$ cat src/hw/rtl/aafs_pkg.sv
`timescale 1ns / 1ps

package aafs_pkg;

    localparam int TIMER_BITS_DEF = 16;
    localparam int CFG_W          = 16;
    localparam int APB_AW         = 4;
    localparam int APB_DW         = 32;

    localparam logic [CFG_W-1:0] ENGAGE_LIMIT_RST  = 16'd1000;
    localparam logic [CFG_W-1:0] RETRACT_LIMIT_RST = 16'd1000;
    localparam logic [CFG_W-1:0] PAUSE_TICKS_RST   = 16'd500;
    localparam logic             FIRE_HOLD_RST     = 1'b0;

    typedef enum logic [2:0] {
        ST_IDLE     = 3'd0,
        ST_ENGAGE   = 3'd1,
        ST_PAUSE    = 3'd2,
        ST_PULLBACK = 3'd3,
        ST_ARMED    = 3'd4,
        ST_FIRING   = 3'd5,
        ST_HOLD     = 3'd6
    } seq_state_t;

    localparam logic [2:0] STATUS_MANUAL = 3'd7;

    typedef enum logic [3:0] {
        OP_TICK       = 4'd0,
        OP_ARM        = 4'd1,
        OP_FIRE       = 4'd2,
        OP_DISARM     = 4'd3,
        OP_MANUAL_ON  = 4'd4,
        OP_MANUAL_OFF = 4'd5,
        OP_MAGNET_ON  = 4'd6,
        OP_MAGNET_OFF = 4'd7,
        OP_MOVE       = 4'd8
    } opcode_t;

    typedef enum logic [1:0] {
        DRV_STOP = 2'd0,
        DRV_FWD  = 2'd1,
        DRV_BWD  = 2'd2
    } drive_t;

    typedef enum logic [1:0] {
        REG_ENGAGE_LIMIT  = 2'd0,
        REG_RETRACT_LIMIT = 2'd1,
        REG_PAUSE_TICKS   = 2'd2,
        REG_FIRE_HOLD     = 2'd3
    } reg_idx_t;

    localparam int ERR_ARM      = 0;
    localparam int ERR_PULLBACK = 1;
    localparam int ERR_RETAIN   = 2;

    typedef struct packed {
        logic [CFG_W-1:0] engage_limit;
        logic [CFG_W-1:0] retract_limit;
        logic [CFG_W-1:0] pause_ticks;
        logic             fire_hold;
    } cfg_t;

    typedef struct packed {
        logic [3:0] opcode;
        logic       switch_a;
        logic       switch_b;
        logic [1:0] move_cmd;
    } in_item_t;

    typedef struct packed {
        logic       move_blocked;
        logic       active;
        logic [2:0] error_flags;
        logic [1:0] drive_cmd;
        logic       ready_led;
        logic       magnet_on;
        logic [2:0] status;
    } result_t;

endpackage

$ cat src/hw/rtl/aafs_cfg.sv
`timescale 1ns / 1ps

module aafs_cfg (
    input  logic                         aclk,
    input  logic                         aresetn,
    input  logic                         psel,
    input  logic                         penable,
    input  logic                         pwrite,
    input  logic [aafs_pkg::APB_AW-1:0]  paddr,
    input  logic [aafs_pkg::APB_DW-1:0]  pwdata,
    output logic [aafs_pkg::APB_DW-1:0]  prdata,
    output logic                         pready,
    output aafs_pkg::cfg_t               cfg
);
    import aafs_pkg::*;

    cfg_t     cfg_reg;
    cfg_t     cfg_next;
    reg_idx_t idx;
    logic     wr_en;

    assign pready = 1'b1;
    assign idx    = reg_idx_t'(paddr[3:2]);
    assign wr_en  = psel && penable && pwrite && pready;
    assign cfg    = cfg_reg;

    always_comb begin
        cfg_next = cfg_reg;
        if (wr_en) begin
            unique case (idx)
                REG_ENGAGE_LIMIT:  cfg_next.engage_limit  = pwdata[CFG_W-1:0];
                REG_RETRACT_LIMIT: cfg_next.retract_limit = pwdata[CFG_W-1:0];
                REG_PAUSE_TICKS:   cfg_next.pause_ticks   = pwdata[CFG_W-1:0];
                REG_FIRE_HOLD:     cfg_next.fire_hold     = pwdata[0];
                default:           cfg_next = cfg_reg;
            endcase
        end
    end

    always_comb begin
        unique case (idx)
            REG_ENGAGE_LIMIT:  prdata = {{(APB_DW-CFG_W){1'b0}}, cfg_reg.engage_limit};
            REG_RETRACT_LIMIT: prdata = {{(APB_DW-CFG_W){1'b0}}, cfg_reg.retract_limit};
            REG_PAUSE_TICKS:   prdata = {{(APB_DW-CFG_W){1'b0}}, cfg_reg.pause_ticks};
            REG_FIRE_HOLD:     prdata = {{(APB_DW-1){1'b0}}, cfg_reg.fire_hold};
            default:           prdata = '0;
        endcase
    end

    always_ff @(posedge aclk) begin
        if (!aresetn) begin
            cfg_reg.engage_limit  <= ENGAGE_LIMIT_RST;
            cfg_reg.retract_limit <= RETRACT_LIMIT_RST;
            cfg_reg.pause_ticks   <= PAUSE_TICKS_RST;
            cfg_reg.fire_hold     <= FIRE_HOLD_RST;
        end else begin
            cfg_reg <= cfg_next;
        end
    end

endmodule

$ cat src/hw/rtl/aafs_core.sv
`timescale 1ns / 1ps

module aafs_core #(
    parameter int TIMER_BITS = aafs_pkg::TIMER_BITS_DEF
) (
    input  logic               aclk,
    input  logic               aresetn,
    input  aafs_pkg::cfg_t     cfg,
    input  logic               in_valid,
    output logic               in_ready,
    input  aafs_pkg::in_item_t in_item,
    output logic               out_valid,
    input  logic               out_ready,
    output aafs_pkg::result_t  out_item
);
    import aafs_pkg::*;

    localparam int CMP_W = (TIMER_BITS > CFG_W) ? TIMER_BITS : CFG_W;

    // input stage
    logic     in_valid_reg;
    in_item_t in_item_reg;
    // result stage
    logic     out_valid_reg;
    result_t  out_item_reg;
    result_t  out_item_next;
    logic     advance;

    // sequencer state
    seq_state_t            state_reg, state_next;
    logic                  manual_reg, manual_next;
    logic                  arm_pend_reg, arm_pend_next;
    logic                  fire_pend_reg, fire_pend_next;
    logic                  reopen_reg, reopen_next;
    logic                  magnet_reg, magnet_next;
    logic                  ready_reg, ready_next;
    drive_t                drive_reg, drive_next;
    logic [TIMER_BITS-1:0] elapsed_reg, elapsed_next;
    logic [2:0]            error_reg, error_next;
    logic                  last_a_reg, last_a_next;
    logic                  last_b_reg, last_b_next;

    logic [TIMER_BITS-1:0] elapsed_inc;
    logic [CMP_W-1:0]      elapsed_ext;
    logic                  over_arm, over_pullback, over_pause;
    drive_t                move_drv;
    logic                  blocked;
    logic                  go_idle;

    assign advance   = in_valid_reg && (!out_valid_reg || out_ready);
    assign in_ready  = !in_valid_reg || advance;
    assign out_valid = out_valid_reg;
    assign out_item  = out_item_reg;

    assign elapsed_inc   = (&elapsed_reg) ? elapsed_reg : elapsed_reg + 1'b1;
    assign elapsed_ext   = CMP_W'(elapsed_inc);
    assign over_arm      = elapsed_ext > CMP_W'(cfg.engage_limit);
    assign over_pullback = elapsed_ext > CMP_W'(cfg.retract_limit);
    assign over_pause    = elapsed_ext > CMP_W'(cfg.pause_ticks);

    always_comb begin
        case (in_item_reg.move_cmd)
            DRV_FWD: move_drv = DRV_FWD;
            DRV_BWD: move_drv = DRV_BWD;
            default: move_drv = DRV_STOP;
        endcase
    end

    always_comb begin
        state_next     = state_reg;
        manual_next    = manual_reg;
        arm_pend_next  = arm_pend_reg;
        fire_pend_next = fire_pend_reg;
        reopen_next    = reopen_reg;
        magnet_next    = magnet_reg;
        ready_next     = ready_reg;
        drive_next     = drive_reg;
        elapsed_next   = elapsed_reg;
        error_next     = error_reg;
        last_a_next    = last_a_reg;
        last_b_next    = last_b_reg;
        blocked        = 1'b0;
        go_idle        = 1'b0;

        unique case (opcode_t'(in_item_reg.opcode))
            OP_TICK: begin
                last_a_next = in_item_reg.switch_a;
                last_b_next = in_item_reg.switch_b;
                if (manual_reg) begin
                    ready_next = 1'b0;
                end else begin
                    elapsed_next = elapsed_inc;
                    unique case (state_reg)
                        ST_IDLE: begin
                            if (arm_pend_reg) begin
                                arm_pend_next = 1'b0;
                                magnet_next   = 1'b1;
                                drive_next    = DRV_FWD;
                                state_next    = ST_ENGAGE;
                            end else begin
                                go_idle = 1'b1;
                            end
                        end
                        ST_ENGAGE: begin
                            if (in_item_reg.switch_a) begin
                                drive_next = DRV_STOP;
                                state_next = ST_PAUSE;
                            end else if (over_arm) begin
                                error_next[ERR_ARM] = 1'b1;
                            end
                        end
                        ST_PAUSE: begin
                            if (over_pause) begin
                                drive_next = DRV_BWD;
                                state_next = ST_PULLBACK;
                            end
                        end
                        ST_PULLBACK: begin
                            if (in_item_reg.switch_b) begin
                                drive_next = DRV_STOP;
                                ready_next = 1'b1;
                                state_next = ST_ARMED;
                            end else if (over_pullback) begin
                                error_next[ERR_PULLBACK] = 1'b1;
                            end
                        end
                        ST_ARMED: begin
                            if (!in_item_reg.switch_a) begin
                                error_next[ERR_RETAIN] = 1'b1;
                            end
                            if (fire_pend_reg) begin
                                fire_pend_next = 1'b0;
                                magnet_next    = 1'b0;
                                ready_next     = 1'b0;
                                state_next     = cfg.fire_hold ? ST_HOLD : ST_FIRING;
                            end
                        end
                        ST_HOLD: begin
                            if (!in_item_reg.switch_a) begin
                                reopen_next = 1'b1;
                                drive_next  = DRV_FWD;
                            end else if (reopen_reg) begin
                                reopen_next = 1'b0;
                                state_next  = ST_IDLE;
                                go_idle     = 1'b1;
                            end
                        end
                        default: begin
                            state_next = ST_IDLE;
                            go_idle    = 1'b1;
                        end
                    endcase
                end
            end
            OP_ARM: begin
                if (!manual_reg && state_reg == ST_IDLE) begin
                    arm_pend_next = 1'b1;
                end
            end
            OP_FIRE: begin
                if (!manual_reg && state_reg == ST_ARMED) begin
                    fire_pend_next = 1'b1;
                end
            end
            OP_DISARM: begin
                state_next = ST_IDLE;
                go_idle    = 1'b1;
            end
            OP_MANUAL_ON: begin
                if (!manual_reg) begin
                    manual_next = 1'b1;
                    go_idle     = 1'b1;
                end
            end
            OP_MANUAL_OFF: begin
                if (manual_reg) begin
                    manual_next = 1'b0;
                    state_next  = ST_IDLE;
                    go_idle     = 1'b1;
                end
            end
            OP_MAGNET_ON: begin
                if (manual_reg) begin
                    magnet_next = 1'b1;
                end
            end
            OP_MAGNET_OFF: begin
                if (manual_reg) begin
                    magnet_next = 1'b0;
                end
            end
            OP_MOVE: begin
                if (!manual_reg) begin
                    blocked = 1'b1;
                end else if (move_drv == DRV_BWD && last_b_reg) begin
                    blocked = 1'b1;
                end else if (move_drv == DRV_FWD && last_a_reg) begin
                    blocked = 1'b1;
                end else begin
                    drive_next = move_drv;
                end
            end
            default: begin
                blocked = 1'b0;
            end
        endcase

        if (go_idle) begin
            drive_next     = DRV_STOP;
            magnet_next    = 1'b0;
            ready_next     = 1'b0;
            arm_pend_next  = 1'b0;
            fire_pend_next = 1'b0;
            error_next     = '0;
        end

        // any state change restarts the timer
        if (state_next != state_reg) begin
            elapsed_next = '0;
        end

        out_item_next.status       = manual_next ? STATUS_MANUAL : state_next;
        out_item_next.magnet_on    = magnet_next;
        out_item_next.ready_led    = ready_next;
        out_item_next.drive_cmd    = drive_next;
        out_item_next.error_flags  = error_next;
        out_item_next.active       = !manual_next && state_next != ST_IDLE
                                     && state_next != ST_FIRING;
        out_item_next.move_blocked = blocked;
    end

    always_ff @(posedge aclk) begin
        if (!aresetn) begin
            in_valid_reg  <= 1'b0;
            out_valid_reg <= 1'b0;
            state_reg     <= ST_IDLE;
            manual_reg    <= 1'b0;
            arm_pend_reg  <= 1'b0;
            fire_pend_reg <= 1'b0;
            reopen_reg    <= 1'b0;
            magnet_reg    <= 1'b0;
            ready_reg     <= 1'b0;
            drive_reg     <= DRV_STOP;
            elapsed_reg   <= '0;
            error_reg     <= '0;
            last_a_reg    <= 1'b0;
            last_b_reg    <= 1'b0;
        end else begin
            if (in_ready) begin
                in_valid_reg <= in_valid;
            end
            if (advance) begin
                out_valid_reg <= 1'b1;
                state_reg     <= state_next;
                manual_reg    <= manual_next;
                arm_pend_reg  <= arm_pend_next;
                fire_pend_reg <= fire_pend_next;
                reopen_reg    <= reopen_next;
                magnet_reg    <= magnet_next;
                ready_reg     <= ready_next;
                drive_reg     <= drive_next;
                elapsed_reg   <= elapsed_next;
                error_reg     <= error_next;
                last_a_reg    <= last_a_next;
                last_b_reg    <= last_b_next;
            end else if (out_ready) begin
                out_valid_reg <= 1'b0;
            end
        end
    end

    always_ff @(posedge aclk) begin
        if (in_valid && in_ready) begin
            in_item_reg <= in_item;
        end
        if (advance) begin
            out_item_reg <= out_item_next;
        end
    end

endmodule

$ cat src/hw/rtl/actuator_arm_fire_sequencer.sv
`timescale 1ns / 1ps

// actuator arm / fire sequencer
// s_ channel: one request per millisecond tick or command; opcode on s_tuser,
//   switch levels and manual move code on s_tdata
// m_ channel: exactly one result request per input request, in order
// apb port: engage limit at 0x0, retract limit at 0x4, pause_ticks at 0x8,
//   fire hold at 0xc; write only while no request is in flight
// path: an accepted request passes the input register, then the result register, to m_
// throughput: one request per cycle while m_tready stays high, set by the
//   combinational next-state update between the input and result registers
// reset: sequencer idle, outputs off, timer and error bits clear, timeouts
//   1000 ticks, pause 500 ticks, hold after fire off
// stall: a held result keeps m_tdata; the input register still takes one
//   more request, then s_tready drops until m_tready returns
module actuator_arm_fire_sequencer #(
    parameter int TIMER_BITS = aafs_pkg::TIMER_BITS_DEF
) (
    input  logic                        aclk,
    input  logic                        aresetn,
    input  logic                        s_tvalid,
    output logic                        s_tready,
    input  logic [7:0]                  s_tdata,   // switch_a, switch_b, move_cmd[1:0]
    input  logic [3:0]                  s_tuser,   // opcode[3:0]
    output logic                        m_tvalid,
    input  logic                        m_tready,
    output logic [15:0]                 m_tdata,   // status[2:0], magnet_on, ready_led,
                                                   // drive_cmd[1:0], error_flags[2:0],
                                                   // active, move_blocked
    input  logic                        psel,
    input  logic                        penable,
    input  logic                        pwrite,
    input  logic [aafs_pkg::APB_AW-1:0] paddr,
    input  logic [aafs_pkg::APB_DW-1:0] pwdata,
    output logic [aafs_pkg::APB_DW-1:0] prdata,
    output logic                        pready
);
    import aafs_pkg::*;

    cfg_t     cfg;
    in_item_t in_item;
    result_t  out_item;

    assign in_item.opcode   = s_tuser;
    assign in_item.switch_a = s_tdata[0];
    assign in_item.switch_b = s_tdata[1];
    assign in_item.move_cmd = s_tdata[3:2];

    assign m_tdata = {4'b0000, out_item};

    aafs_cfg u_cfg (
        .aclk    (aclk),
        .aresetn (aresetn),
        .psel    (psel),
        .penable (penable),
        .pwrite  (pwrite),
        .paddr   (paddr),
        .pwdata  (pwdata),
        .prdata  (prdata),
        .pready  (pready),
        .cfg     (cfg)
    );

    aafs_core #(
        .TIMER_BITS (TIMER_BITS)
    ) u_core (
        .aclk      (aclk),
        .aresetn   (aresetn),
        .cfg       (cfg),
        .in_valid  (s_tvalid),
        .in_ready  (s_tready),
        .in_item   (in_item),
        .out_valid (m_tvalid),
        .out_ready (m_tready),
        .out_item  (out_item)
    );

    ap_ready_only_armed: assert property (@(posedge aclk) disable iff (!aresetn)
        m_tvalid |-> (out_item.ready_led == (out_item.status == ST_ARMED)))
        else $error("ready led does not track armed state");

    ap_active_decode: assert property (@(posedge aclk) disable iff (!aresetn)
        m_tvalid |-> (out_item.active == (out_item.status != ST_IDLE
            && out_item.status != ST_FIRING && out_item.status != STATUS_MANUAL)))
        else $error("active flag disagrees with status");

    ap_idle_quiet: assert property (@(posedge aclk) disable iff (!aresetn)
        (m_tvalid && out_item.status == ST_IDLE) |->
            (out_item.drive_cmd == DRV_STOP && !out_item.magnet_on
             && out_item.error_flags == 3'b000))
        else $error("idle with drive, magnet or error set");

endmodule
$ cat config.mk
export PLATFORM = sky130hd
export DESIGN_NAME = actuator_arm_fire_sequencer
export DESIGN_NICKNAME = d
export VERILOG_FILES = /design/src/hw/rtl/aafs_pkg.sv /design/src/hw/rtl/aafs_cfg.sv /design/src/hw/rtl/aafs_core.sv /design/src/hw/rtl/actuator_arm_fire_sequencer.sv
export SDC_FILE = /design/constraint.sdc
export NUM_CORES = 1
export LEC_CHECK = 0
export BUFFER_PORTS_ARGS = -buffer_cell sky130_fd_sc_hd__buf_2
export CORE_MARGIN = 2
export CORE_UTILIZATION = 50
export CTS_CLUSTER_SIZE = 28
export DETAILED_ROUTE_END_ITERATION = 12
export GPL_TIMING_DRIVEN = 0
export PLACE_DENSITY_LB_ADDON = 0.25
export SYNTH_ARGS = -nofsm -noshare
export SYNTH_HDL_FRONTEND = slang
export SYNTH_SLANG_ARGS = --single-unit
export TNS_END_PERCENT = 50
$ cat constraint.sdc
create_clock -name aclk -period 8.6 [get_ports aclk]
set_input_delay 1.72 -clock aclk [delete_from_list [all_inputs] [get_ports aclk]]
set_output_delay 1.72 -clock aclk [all_outputs]
set_load 0.05 [all_outputs]
==> impl_metrics.tcl <==
set metrics [dict create \
    cp-endpoint "prdata[5]" \
    io_buffer_count 61 \
    post_synth.cell_area_avg_um2 8.08 \
    r2r-start "u_core.elapsed_reg[0]" \
    r2r-end "u_core.elapsed_reg[11]" \
    clock_latency_ns 0.36 \
    crit_path_start_kind "input pin" \
    grt_pass1_vias 5686 \
    stdcell_count 1082 \
    r2r_slack_ns 4.28 \
    status "completed" \
    place_inst 1066 \
    cp-end-kind "primary output" \
    required_ns 6.88 \
    largest_reg_flops 49 \
    hp-class "flop to flop" \
    cts_hold_buf 0 \
    grt_max_degree 22 \
    clkTransAtPathRegs_ns 0.07 \
    path_max_fanout 10 \
    core-area_um2 12700 \
    n_antenna_cell 0 \
    syn_to_final_growth_pct 13.3 \
    crit_type "input pin to primary output" \
    drtPass1Iterations 5 \
    critPathLaunch "paddr[2]" \
    seq_area_frac_synth_pct 34.4 \
    grt_overflow 0 \
    antenna_found_initial 0 \
    wl_mm 18.1 \
    post_cts_resized 0 \
    fin_skew_ns 0.00862 \
    pre_cts_ws_ns 3.38 \
    hpwl_mm 13.6 \
    viasPerCell 5.63 \
    worst_slack_ns 3.38 \
    nets 1009 \
    internal-power_mw 0.771 \
    worstRegToRegCells 15 \
    fp.dieW_um 119 \
    worstPathArrival_ns 3.50 \
    gp_congestion 0.986 \
    design.die.area_um2 14100 \
    wl_per_cell_um 16.7 \
    cts_buffers 9 \
    h-tree-depth 3 \
    synthesis.area_um2 6580 \
    slew_violations 0 \
    grt_pass1_wl_mm 29.4 \
    maxCapViolCount 0 \
    setup_viol 0 \
    ir_worst_vdd_uv 102 \
    swShare_pct 29.3 \
    io_pins 106 \
    p_leak_nw 3.10 \
    seqPwrFrac_pct 47.1 \
    grtUsageTotal_pct 26.2 \
    power_frac_comb_pct 16.2 \
    antenna_left 0 \
    cts_sinks 103 \
    tns_ns 0 \
    ys.flop_type "dfxtp_1" \
    maxSlewHeadroom_pct 21.0 \
    clockBufferDepth 2 \
    drcViolationCount 0 \
    yosys_warnings 0 \
    ys_ff_latch 103 \
    power.density_nw_per_um2 146 \
    vias 6094 \
    hold_violations 0 \
    drive_above_1_share_pct 14.4 \
    first_iter_violations 651 \
    async_flop_share_pct 0 \
    fmax_ghz 0.192 \
    syn_inst 814 \
    rows 41 \
    rsz0062_at_grt "no" \
    cts_tree "done" \
    period_share_pct 60.7 \
    start_util_pct 51.7 \
    n_fill_cell 1247 \
    p_switching_mw 0.320 \
    post-route-min-period_ns 5.22 \
    postCtsSetupBuffers 0 \
    die_y_um 119 \
    clkPwrFrac_pct 36.7 \
    worst-slew-pin-transition_ns 1.18 \
    synth-edff-count 20 \
    synth_cell_types 71 \
    cts_root_buffer "clkbuf_16" \
]
-- worst min path at each step --
stage                   startpoint  slack [ns]             endpoint  depth (start not counted)
5_1_grt              u_cfg.cfg[12]        0.50        u_cfg.cfg[12]                          2
3_5_place_dp   u_core.error_reg[1]        0.44  u_core.error_reg[1]                          2
6_report       u_core.error_reg[1]        0.46  u_core.error_reg[1]                          2
2_1_floorplan  u_core.error_reg[1]        0.43  u_core.error_reg[1]                          2
4_1_cts        u_core.error_reg[2]        0.47  u_core.error_reg[2]                          2
3_3_place_gp   u_core.error_reg[1]        0.44  u_core.error_reg[1]                          2
-- layout by cell type (no fill, tap or decap), types with 21 or more instances in the layout --
master and count:
nand2_1 152, dfxtp_1 83, a21oi_1 70, buf_2 69
inv_1 60, ha_1 49, nor2_1 34, clkbuf_1 29
o21ai_0 26, nand3_1 25, nor3_1 23, o211ai_1 23
buf_4 22, conb_1 21
-- power by group through the flow --
stage               Clock, mW  Sequential, mW  Combinational, mW
CTS                     0.406           0.514              0.174
detailed placement          0           0.525              0.174
finish                  0.400           0.514              0.177
floorplan                   0           0.533              0.119
global route            0.423           0.516              0.190
global placement            0           0.524              0.173
-- final cells by class --
cell class	instances	area (um2)	area share, %
multi-input combinational	605	3790	50.9
sequential	103	2260	30.3
buffer	64	363	4.87
timing repair buffer	61	305	4.10
clock buffer	12	258	3.46
inverter	61	229	3.07
tap	172	215	2.89
clock inverter	4	27.5	0.369
-- Yosys cell counts (18+ instances only) --
cell / n / share of area (%)
ha_1: 49 / 9.3
mux2i_1: 18 / 2.7
buf_4: 22 / 2.5
nor3_1: 23 / 1.8
nand2_1: 152 / 8.7
a21oi_1: 70 / 5.3
clkbuf_1: 27 / 1.5
o211ai_1: 23 / 2.6
nor2_1: 34 / 1.9
inv_1: 60 / 3.4
edfxtp_1: 20 / 9.1
nand3_1: 25 / 1.9
dfxtp_1: 83 / 25
o21ai_0: 26 / 2.0
-- stage by stage --
step	area (um2)	total power, mW	utilization (%)	hold slack (ns)
6_report	7450	1.09	58.6	0.461
5_1_grt	7450	1.13	58.6	0.498
4_1_cts	7450	1.09	58.6	0.467
3_5_place_dp	7170	0.699	56.4	0.445
3_3_place_gp	7170	0.697	56.4	0.438
2_1_floorplan	6650	0.652	-	0.425
-- cell families (layout without fill, tap and decap cells) --
group / Yosys count / after routing / share of synthesized area [%]
and+or+nand+nor: 302 / 302 / 22.0
AOI/OAI and AO/OA: 198 / 198 / 19.9
other: 2 / 21 / 0.114
muxes: 22 / 22 / 3.60
adders and majority gates: 49 / 49 / 9.32
xor gates and xnor gates: 13 / 13 / 1.73
DFF: 103 / 103 / 34.4
buffers and inverters: 125 / 202 / 9.00
-- worst max-delay path, stage by stage --
cell	delay, ns
buf_2	0.11
buf_1	0.48
buf_2	0.44
mux2i_1	0.14
o21ai_0	0.26
buf_2	0.32
-- routing by layer --
layer	vias up	track usage (%)	part of all wire [%]	wire length, um
li1	3020	-	-	-
met1	2795	38.5	47	8580
met2	240	38.3	42	7690
met3	39	4.58	7.6	1380
met4	0	9.52	2.6	463
met5	-	0	0	0
Note: power is estimated with default switching activity, not from simulation.
